## config.mk

```make
export PLATFORM = sky130hd
export DESIGN_NAME = arp_cache_and_responder
export DESIGN_NICKNAME = d
export VERILOG_FILES = /design/src/rtl/arpc_pkg.sv /design/src/rtl/arpc_table.sv /design/src/rtl/arp_cache_and_responder.sv
export SDC_FILE = /design/constraint.sdc
export NUM_CORES = 2
export LEC_CHECK = 0
export ABC_AREA = 1
export BUFFER_PORTS_ARGS = -buffer_cell sky130_fd_sc_hd__clkbuf_2
export CAP_MARGIN = 20
export CORE_UTILIZATION = 55
export CTS_BUF_LIST = sky130_fd_sc_hd__clkbuf_2
export CTS_CLUSTER_DIAMETER = 200
export DETAILED_ROUTE_END_ITERATION = 7
export GPL_ROUTABILITY_DRIVEN = 1
export PLACE_DENSITY = 0.73
export SKIP_LAST_GASP = 1
export SLEW_MARGIN = 30
export SYNTH_ARGS = -nofsm -noshare
export SYNTH_HDL_FRONTEND = slang
export SYNTH_SLANG_ARGS = --single-unit
```

## constraint.sdc

```tcl
create_clock -name clk -period 15.4 [get_ports clk]
set_input_delay 3.08 -clock clk [delete_from_list [all_inputs] [get_ports clk]]
set_output_delay 3.08 -clock clk [all_outputs]
set_load 0.02 [all_outputs]
```

## src/rtl/arpc_pkg.sv

```systemverilog
// Shared constants for the ARP cache and request responder.
package arpc_pkg;

  localparam int CFG_IDX_W = 4;

  localparam logic [CFG_IDX_W-1:0] CFG_OWN_IP  = CFG_IDX_W'(0);
  localparam logic [CFG_IDX_W-1:0] CFG_OWN_MAC = CFG_IDX_W'(1);

  localparam logic        REQ_LEARN  = 1'b0;
  localparam logic        REQ_LOOKUP = 1'b1;

  localparam logic [15:0] OPCODE_REQUEST = 16'h0001;

  localparam logic [31:0] OWN_IP_RST  = 32'h0A00_020F;
  localparam logic [47:0] OWN_MAC_RST = 48'h5254_0012_3456;

endpackage

```

## src/rtl/arpc_table.sv

```systemverilog
// Pair storage of the ARP cache: one write port and one registered read port.
module arpc_table #(
  parameter int DEPTH = 16,
  parameter int IDX_W = 4
) (
  input  logic             clk,
  input  logic             wr_en,
  input  logic [IDX_W-1:0] wr_addr,
  input  logic [31:0]      wr_ip,
  input  logic [47:0]      wr_mac,
  input  logic [IDX_W-1:0] rd_addr,
  output logic [31:0]      rd_ip_r,
  output logic [47:0]      rd_mac_r
);

  logic [31:0] ip_mem  [DEPTH];
  logic [47:0] mac_mem [DEPTH];

  always_ff @(posedge clk) begin
    if (wr_en) begin
      ip_mem[wr_addr]  <= wr_ip;
      mac_mem[wr_addr] <= wr_mac;
    end
  end

  always_ff @(posedge clk) begin
    rd_ip_r  <= ip_mem[rd_addr];
    rd_mac_r <= mac_mem[rd_addr];
  end

endmodule

```

## src/rtl/arp_cache_and_responder.sv

```systemverilog
// Top level of the ARP cache: learns sender pairs, flags replies, scans lookups.
//
//   channel  direction  handshake            contents
//   in_      into block in_valid / in_stall  learn or lookup item
//   out_     from block out_valid / out_stall one result item per input item
//   cfg_     into block cfg_valid / cfg_ready own_ip, own_mac register writes
//
// A learn item passes from acceptance through the result registers to the output register.
// A lookup compares the filled entries (at most TABLE_DEPTH) in ST_SCAN, with the single
// table read port feeding one 32-bit comparator per cycle.
// While an item is being worked on in_stall is high; a result held by out_stall
// waits in the output register while the next item is accepted and worked on.
// rst_n is synchronous; the table contents are not cleared, but the fill count is.
module arp_cache_and_responder import arpc_pkg::*; #(
  parameter int TABLE_DEPTH = 16
) (
  input  logic                 clk,
  input  logic                 rst_n,
  input  logic                 in_valid,
  output logic                 in_stall,
  input  logic                 in_req_type,
  input  logic [15:0]          in_arp_opcode,
  input  logic [31:0]          in_sender_ip,
  input  logic [47:0]          in_sender_mac,
  input  logic [31:0]          in_target_ip,
  input  logic [31:0]          in_query_ip,
  output logic                 out_valid,
  input  logic                 out_stall,
  output logic                 out_send_reply,
  output logic [47:0]          out_reply_mac,
  output logic [31:0]          out_reply_ip,
  output logic                 out_lookup_hit,
  output logic [47:0]          out_lookup_mac,
  output logic [4:0]           out_entry_count,
  input  logic                 cfg_valid,
  output logic                 cfg_ready,
  input  logic [CFG_IDX_W-1:0] cfg_index,
  input  logic [47:0]          cfg_data
);

  localparam int IDX_W = (TABLE_DEPTH > 1) ? $clog2(TABLE_DEPTH) : 1;
  localparam int CNT_W = $clog2(TABLE_DEPTH + 1);
  localparam logic [CNT_W-1:0] DEPTH_C = CNT_W'(TABLE_DEPTH);

  typedef enum logic [1:0] {ST_IDLE, ST_SCAN, ST_FINISH} state_t;

  state_t           state_r;
  logic [CNT_W-1:0] count_r;
  logic [IDX_W-1:0] idx_r;
  logic [31:0]      query_r;
  logic [31:0]      own_ip_r;
  logic [47:0]      own_mac_r;

  logic             res_send_r;
  logic [47:0]      res_rmac_r;
  logic [31:0]      res_rip_r;
  logic             res_hit_r;
  logic [47:0]      res_lmac_r;
  logic [CNT_W-1:0] res_count_r;

  logic             out_valid_r;
  logic             out_send_r;
  logic [47:0]      out_rmac_r;
  logic [31:0]      out_rip_r;
  logic             out_hit_r;
  logic [47:0]      out_lmac_r;
  logic [CNT_W-1:0] out_count_r;
  logic [CNT_W+4:0] out_count_ext;

  logic             in_acc;
  logic             out_free;
  logic             wr_en;
  logic             reply_due;
  logic [IDX_W-1:0] rd_addr;
  logic [31:0]      rd_ip;
  logic [47:0]      rd_mac;
  logic             scan_hit;
  logic             scan_last;

  assign in_stall  = (state_r != ST_IDLE);
  assign in_acc    = in_valid && !in_stall;
  assign out_free  = !out_valid_r || !out_stall;
  assign cfg_ready = 1'b1;

  assign wr_en     = in_acc && (in_req_type == REQ_LEARN) && (count_r != DEPTH_C);
  assign reply_due = (in_arp_opcode == OPCODE_REQUEST) && (in_target_ip == own_ip_r);
  assign rd_addr   = (state_r == ST_IDLE) ? '0 : idx_r + IDX_W'(1);
  assign scan_hit  = (rd_ip == query_r);
  assign scan_last = ((CNT_W'(idx_r) + CNT_W'(1)) == count_r);

  arpc_table #(
    .DEPTH (TABLE_DEPTH),
    .IDX_W (IDX_W)
  ) u_table (
    .clk      (clk),
    .wr_en    (wr_en),
    .wr_addr  (count_r[IDX_W-1:0]),
    .wr_ip    (in_sender_ip),
    .wr_mac   (in_sender_mac),
    .rd_addr  (rd_addr),
    .rd_ip_r  (rd_ip),
    .rd_mac_r (rd_mac)
  );

  always_ff @(posedge clk) begin
    if (!rst_n) begin
      state_r     <= ST_IDLE;
      count_r     <= '0;
      idx_r       <= '0;
      out_valid_r <= 1'b0;
      own_ip_r    <= OWN_IP_RST;
      own_mac_r   <= OWN_MAC_RST;
    end else begin
      if (cfg_valid && cfg_ready) begin
        unique case (cfg_index)
          CFG_OWN_IP:  own_ip_r  <= cfg_data[31:0];
          CFG_OWN_MAC: own_mac_r <= cfg_data;
          default: ;
        endcase
      end

      if (out_valid_r && !out_stall && (state_r != ST_FINISH)) begin
        out_valid_r <= 1'b0;
      end

      unique case (state_r)
        ST_IDLE: begin
          if (in_acc) begin
            if (in_req_type == REQ_LEARN) begin
              res_send_r  <= reply_due;
              res_rmac_r  <= reply_due ? in_sender_mac : '0;
              res_rip_r   <= reply_due ? in_sender_ip : '0;
              res_hit_r   <= 1'b0;
              res_lmac_r  <= '0;
              res_count_r <= wr_en ? count_r + CNT_W'(1) : count_r;
              if (wr_en) begin
                count_r <= count_r + CNT_W'(1);
              end
              state_r <= ST_FINISH;
            end else begin
              query_r     <= in_query_ip;
              res_send_r  <= 1'b0;
              res_rmac_r  <= '0;
              res_rip_r   <= '0;
              res_hit_r   <= 1'b0;
              res_lmac_r  <= '0;
              res_count_r <= count_r;
              idx_r       <= '0;
              state_r     <= (count_r == '0) ? ST_FINISH : ST_SCAN;
            end
          end
        end
        ST_SCAN: begin
          if (scan_hit) begin
            res_hit_r  <= 1'b1;
            res_lmac_r <= rd_mac;
            state_r    <= ST_FINISH;
          end else if (scan_last) begin
            state_r <= ST_FINISH;
          end else begin
            idx_r <= idx_r + IDX_W'(1);
          end
        end
        ST_FINISH: begin
          if (out_free) begin
            out_valid_r <= 1'b1;
            out_send_r  <= res_send_r;
            out_rmac_r  <= res_rmac_r;
            out_rip_r   <= res_rip_r;
            out_hit_r   <= res_hit_r;
            out_lmac_r  <= res_lmac_r;
            out_count_r <= res_count_r;
            state_r     <= ST_IDLE;
          end
        end
        default: state_r <= ST_IDLE;
      endcase
    end
  end

  assign out_count_ext   = {5'b0, out_count_r};
  assign out_valid       = out_valid_r;
  assign out_send_reply  = out_send_r;
  assign out_reply_mac   = out_rmac_r;
  assign out_reply_ip    = out_rip_r;
  assign out_lookup_hit  = out_hit_r;
  assign out_lookup_mac  = out_lmac_r;
  assign out_entry_count = out_count_ext[4:0];

endmodule

```

Yosys cells after proc, flatten, opt, wreduce, memory -nomap -nowiden
Memory sizes are Yosys's and may differ from the RTL's. A register that Yosys moved wholly into a read port is not among the register bits.
Cells that the tools add are included.
{"block": "word_totals", "register_bits": 346, "latch_bits": 0, "mem_bits_rw": 1280, "rom_bits": 0, "in_bits": 218, "output_inout_bits": 138, "word_cells": 90, "memories": 2}
{"memory": "u_table.mac_mem", "words": 16, "width": 48, "read_ports": 1, "rd_clocked_by_memory_dff": 1, "write_ports": 1, "line": "arpc_table.sv:17", "text": "logic [47:0] mac_mem [DEPTH];"}
{"memory": "u_table.ip_mem", "words": 16, "width": 32, "read_ports": 1, "rd_clocked_by_memory_dff": 1, "write_ports": 1, "line": "arpc_table.sv:16", "text": "logic [31:0] ip_mem [DEPTH];"}
{"block": "classes", "n_addsub": 3, "mul": 0, "div": 0, "magnitude_cmp": 0, "n_eq_ne": 15, "n_shift": 0, "muxes": 26, "n_bitwise": 2, "reduce_logical": 24}
{"operator": "2-to-1 mux 48 bit", "n": 2}
{"operator": "case mux 48 bit (2 select lines)", "n": 1}
{"operator": "equality test 32 bit", "n": 2}
{"operator": "2-to-1 mux 4 bit", "n": 5}
{"operator": "equality test 16 x 1 -> 1 bit, second input constant", "n": 1}
{"operator": "!= test 2 bit, second input constant", "n": 7}
{"operator": "2-to-1 mux 2 bit", "n": 6}
{"operator": "2-to-1 mux 5 bit", "n": 2}
{"operator": "AND reduction 3 bit", "n": 3}
{"operator": "case mux 4 bit (2 select lines)", "n": 1}
{"operator": "AND reduction 4 bit", "n": 2}
{"operator": "2-to-1 mux 1 bit", "n": 7}
{"operator": "logical AND 1 bit", "n": 6}
{"operator": "case mux 2 bit (3 select lines)", "n": 1}
{"operator": "adder 4 x 1 -> 5 bit, second input constant", "n": 1}
{"operator": "adder 5 x 1 -> 5 bit, second input constant", "n": 1}
{"operator": "equality test 5 bit", "n": 1}
{"operator": "logical NOT 5 bit", "n": 1}
{"operator": "!= test 5 bit, second input constant", "n": 1}
{"operator": "AND reduction 5 bit", "n": 1}
{"operator": "adder 4 x 1 -> 4 bit, second input constant", "n": 1}
{"operator": "logical NOT 4 bit", "n": 1}
{"operator": "AND reduction 2 bit", "n": 2}
{"operator": "nonzero test 2 bit", "n": 2}
{"operator": "other kinds (9)", "n": 12}

Longest topological paths before layout
{"block": "depth", "word_depth": 7, "ltp_mapped": 13, "depth_no_buf": 13}

By module
Synthesis repeated with hierarchy kept, for this count alone.
{"block": "unflattened", "hier_cells": 6279, "area_unflattened_um2": 69735.6}
{"module": "arpc_table", "instances": 1, "cells_each": 5257, "area_per_inst_um2": 56165.1, "seq_area_each_um2": 40038.4}
{"module": "arp_cache_and_responder", "instances": 1, "cells_each": 1022, "area_per_inst_um2": 13570.5, "seq_area_each_um2": 9949.5}

Worst setup path before layout
No wires, ideal clock.
{"block": "synth_timing", "path_kind": "input to register", "startpoint": "in rst_n", "endpoint": "reg out_count_r[0] (netlist: out_entry_count[0]) (enable)", "setup_time_ps": 794, "arrival_ps": 12514, "t_required_ps": 14606, "path_slack_ps": 2092, "stages": 3, "n_path_buf": 1, "path_cell_list": "inv_1 > clkbuf_1 > nor3_1"}
{"block": "synth_between", "elab_chain_len": 1}
{"item": "from (decl)", "line": "arp_cache_and_responder.sv:18", "text": "input logic rst_n,"}
{"item": "AND reduction 3 bit (no source line)"}
{"item": "to (signal assigned)", "line": "arp_cache_and_responder.sv:172", "text": "out_count_r <= res_count_r;"}
{"item": "to (decl)", "line": "arp_cache_and_responder.sv:67", "text": "logic [CNT_W-1:0] out_count_r;"}
No other way between the ends.
A chain may end at the register's enable or synchronous reset.

Worst setup path in the final report
{"block": "layout_timing", "startpoint": "reg state_r[0]", "endpoint": "out in_stall"}
{"block": "layout_between", "elab_chain_len": 1}
{"item": "from (decl)", "line": "arp_cache_and_responder.sv:47", "text": "state_t state_r;"}
{"item": "from (signal assigned)", "line": "arp_cache_and_responder.sv:149", "text": "state_r <= (count_r == '0) ? ST_FINISH : ST_SCAN;"}
{"item": "nonzero test 2 bit", "line": "arp_cache_and_responder.sv:80", "text": "assign in_stall = (state_r != ST_IDLE);"}
{"item": "to (decl)", "line": "arp_cache_and_responder.sv:20", "text": "output logic in_stall,"}
No other way between the ends.

==> results by group <==
Run status
  • Outcome: finished, final reports clean

Setup path
  • Max stage delay cell, worst path: dfxtp_1
  • Worst R2R End: u_table.rd_mac_r[46]
  • Worst path top cell family by delay: flip-flops
  • CP max FO: 6
  • Critical Path AT: 2740 ps
  • Max incr delay on CP: around 390 ps
  • Crit path buf inv count: 2
  • Reg2reg start: idx_r[0]
  • WS Path Type: register to output port
  • Req. time, crit path: about 12,000 ps
  • Cell chain of the critical path: nor2_4 > inv_4 > clkbuf_2
  • CP endpoint kind: output port
  • Worst reg2reg path depth: 10
  • Setup slack, reg-to-reg: 10,480 ps
  • Startpoint Class: register

Synthesis
  • Biggest area consumer among synthesized cells: edfxtp_1
  • Seq/Total Area, Yosys: 77.4%
  • Syn_nets: 4,929
  • #FFs+latches synth: 1,706
  • Top post-synthesis cells by count: 1,582 x edfxtp_1, 1,121 x nor2_1, 467 x o21ai_0, 198 x inv_1, 183 x nand2_1
  • Syn Area/Cell: approximately 14 um2
  • Synth Cell Area: 64,600 um2
  • Async set-reset flop share out of synthesis: 0%
  • Cells after Synth: 4,706
  • Number of synthesized flops with an enable pin: 1,582
  • Unique masters post-synth: 40
  • Most frequent cell after synthesis: edfxtp_1
  • Top_reg_cell synth: edfxtp_1
  • Post-synth top area share: 73.6%
  • Ys Warns: 0
  • Synth area leaders: edfxtp_1 74%, nor2_1 6.5%, dfxtp_1 3.8%

Detailed routing
  • Max layer used: met5
  • Vias/cell: between 5 and 6
  • WL met3: 14.2 mm
  • Initial DRC count: 4,383
  • Vias: 40,800
  • DRT Pass-1 Iters: 5
  • Post-DRT Antenna Nets: 0
  • Met1 Wirelength: approximately 62 mm
  • DRC errors left: 0
  • Drt wl/cell: 21.9 um
  • Total Wirelength: 156 mm
  • Met2 WL: 76.2 mm

Clock tree
  • Clock Pin Slew Worst Setup and Hold Paths: roughly 100 ps
  • CTS H-tree depth: 5
  • Worst-Skew Late Latency: around 1800 ps
  • Num CTS Buffers: 426
  • TritonCTS clock tree: done
  • # hold bufs at CTS: 0
  • Post-CTS Resized: 0
  • Postcts setup bufs: 0
  • Clk buf depth: 4
  • Clock Sinks: about 1,700
  • Root Buffer: clkbuf_2

Timing
  • Final hold vios: 0
  • Relative slew margins: approximately 25%
  • Actual slew at the worst max-slew pin: between 1000 and 1500 ps
  • Final critical-path share of the clock period: 37.8%
  • Sum of negative setup slack: 0 ps
  • RSZ-0062 raised after global routing: false
  • Max-slew violations: 0
  • Worst hold slack: 370 ps
  • FMAX: 0.172 GHz
  • Final setup fails: 0
  • Layout Skew: between 150 and 200 ps
  • Min cycle time layout: 5820 ps

Hold path
  • Min-Delay Endpoint: out_reply_ip[17]
  • Worst hold start: res_rip_r[17]
  • Worst hold-check path type: register to register
  • Worst Hold Depth: 0

Floorplanning
  • Chip width: 345 um
  • Row count: around 130
  • Die area: 119,000 um2
  • Core area: 116,000 um2
  • Ports: 356
  • Die Span Y: 345 um
  • Starting Density: between 50% and 60%

Pwr
  • P_leak: roughly 0.026 uW
  • Pwr Density: 129 nW/um2
  • Maximum VDD drop: 0.0652 mV

Flow run
  • Max Cap Viol: 0

GRT
  • Total GRT Usage: 26.3%
  • Vias in the first global route: about 40,000
  • Largest net degree at the start of global routing: approximately 190
  • First-pass GRT wire length: 233 mm
  • GRT overflow: 0
  • Initial antenna violation count: 12

Finish
  • Layout cell share with drive strength beyond 1: 21.4%
  • Nets: approximately 5,500
  • Area Growth Syn to Fin: 11.1%

Placement
  • RePlAce Congestion: 0.801
  • Port Buffers: 338
  • DP HPWL: 76.4 mm
## cells in the final DEF, fill, tap and decap left out, drive strengths merged
cell	instances
inv	208
o22ai	64
ha	5
and3	1
dfxtp	124
o211ai	60
buf	66
or2	119
nor3	6
nor2	1124
diode	9
xor2	11
nand3	115
nor4	6
clkbuf	975
a21oi	30
edfxtp	1582
nand2	185
a211oi	6
xnor2	28
conb	1
o311ai	202
nand4	7
bufinv	9
clkinv	130
o21ai	481
o221ai	59
## metrics by stage
| step | setup WS, ps | instance area (um2) | std cells | power (uW) | util [%] |
|---|---|---|---|---|---|
| CTS | 9310 | 71600 | 7125 | 9300 | 61.5 |
| finish | 9580 | 71700 | 7137 | 9220 | 61.6 |
| floorplan | 2090 | 64600 | 4706 | 5960 | - |
| global route | 9370 | 71700 | 7137 | 9640 | 61.6 |
| detailed placement | 8990 | 67600 | 6347 | 6290 | 58.1 |
| global placement | 9080 | 67600 | 6347 | 6260 | 58.1 |
## per-layer routing
layer / vias to the layer above / track usage (%)
met4: 10 / 10.3
met5: - / 0
met1: 19800 / 34.1
li1: 18600 / -
met2: 2049 / 43.2
met3: 308 / 5.94
## worst register-to-register path, stage by stage, from the launching register on
cell	delay [ps]
dfxtp_1	630
inv_8	370
nand2_8	470
buf_16	380
buf_6	690
buf_6	720
buf_6	700
nor2_1	160
o311ai_0	380
nand3_1	150
nand2_1	130
## worst max-delay path by stage
stage               depth (start not counted)               endpoint  startpoint  slack (ps)
floorplan                                   3     out_entry_count[0]       rst_n        2090
global placement                            9  u_table.ip_mem[3][30]    in_valid        9080
detailed placement                          9  u_table.ip_mem[3][10]    in_valid        8990
CTS                                         3               in_stall  state_r[0]        9310
global route                                3               in_stall  state_r[0]        9370
finish                                      3               in_stall  state_r[0]        9580
## power breakdown
part | leakage [uW] | internal (uW) | total (uW) | switching, uW
registers | 0.0153 | 5210 | 5270 | 59.5
logic | 0.00769 | 266 | 918 | 652
clock network | 0.00302 | 1250 | 3030 | 1770
## logic make-up (layout without fill, tap and decap cells)
family / Yosys count / count (layout) / share of synthesized area (%)
AO/OA/AOI/OAI: 902 / 902 / 8.91
other: 1 / 10 / 0.00581
adder cells (fa/ha/maj): 5 / 5 / 0.0969
AND/OR/NAND/NOR: 1563 / 1563 / 9.90
buffers and inverters: 490 / 1388 / 3.14
XOR/XNOR: 39 / 39 / 0.529
flip-flops: 1706 / 1706 / 77.4
## state kept, by name, summed over array words and instances, names as in the netlist, 48 cells and up
| signal | cells |
|---|---|
| u_table.mac_mem | 768 |
| u_table.ip_mem | 512 |
| out_lookup_mac | 48 |
| out_reply_mac | 48 |
| res_lmac_r | 48 |
| res_rmac_r | 48 |
| u_table.rd_mac_r | 48 |
## cell type report
type / count / area, um2
diodes: 9 / 22.5
clock buffers: 637 / 3190
clock inverters: 141 / 782
fillers: 8966 / 44600
inverters: 206 / 807
multi-input cells: 2510 / 12700
flip-flops and latches: 1706 / 50000
well taps: 1524 / 1910
repair buffers: 404 / 2300
Power figures use the tool's default switching activity.
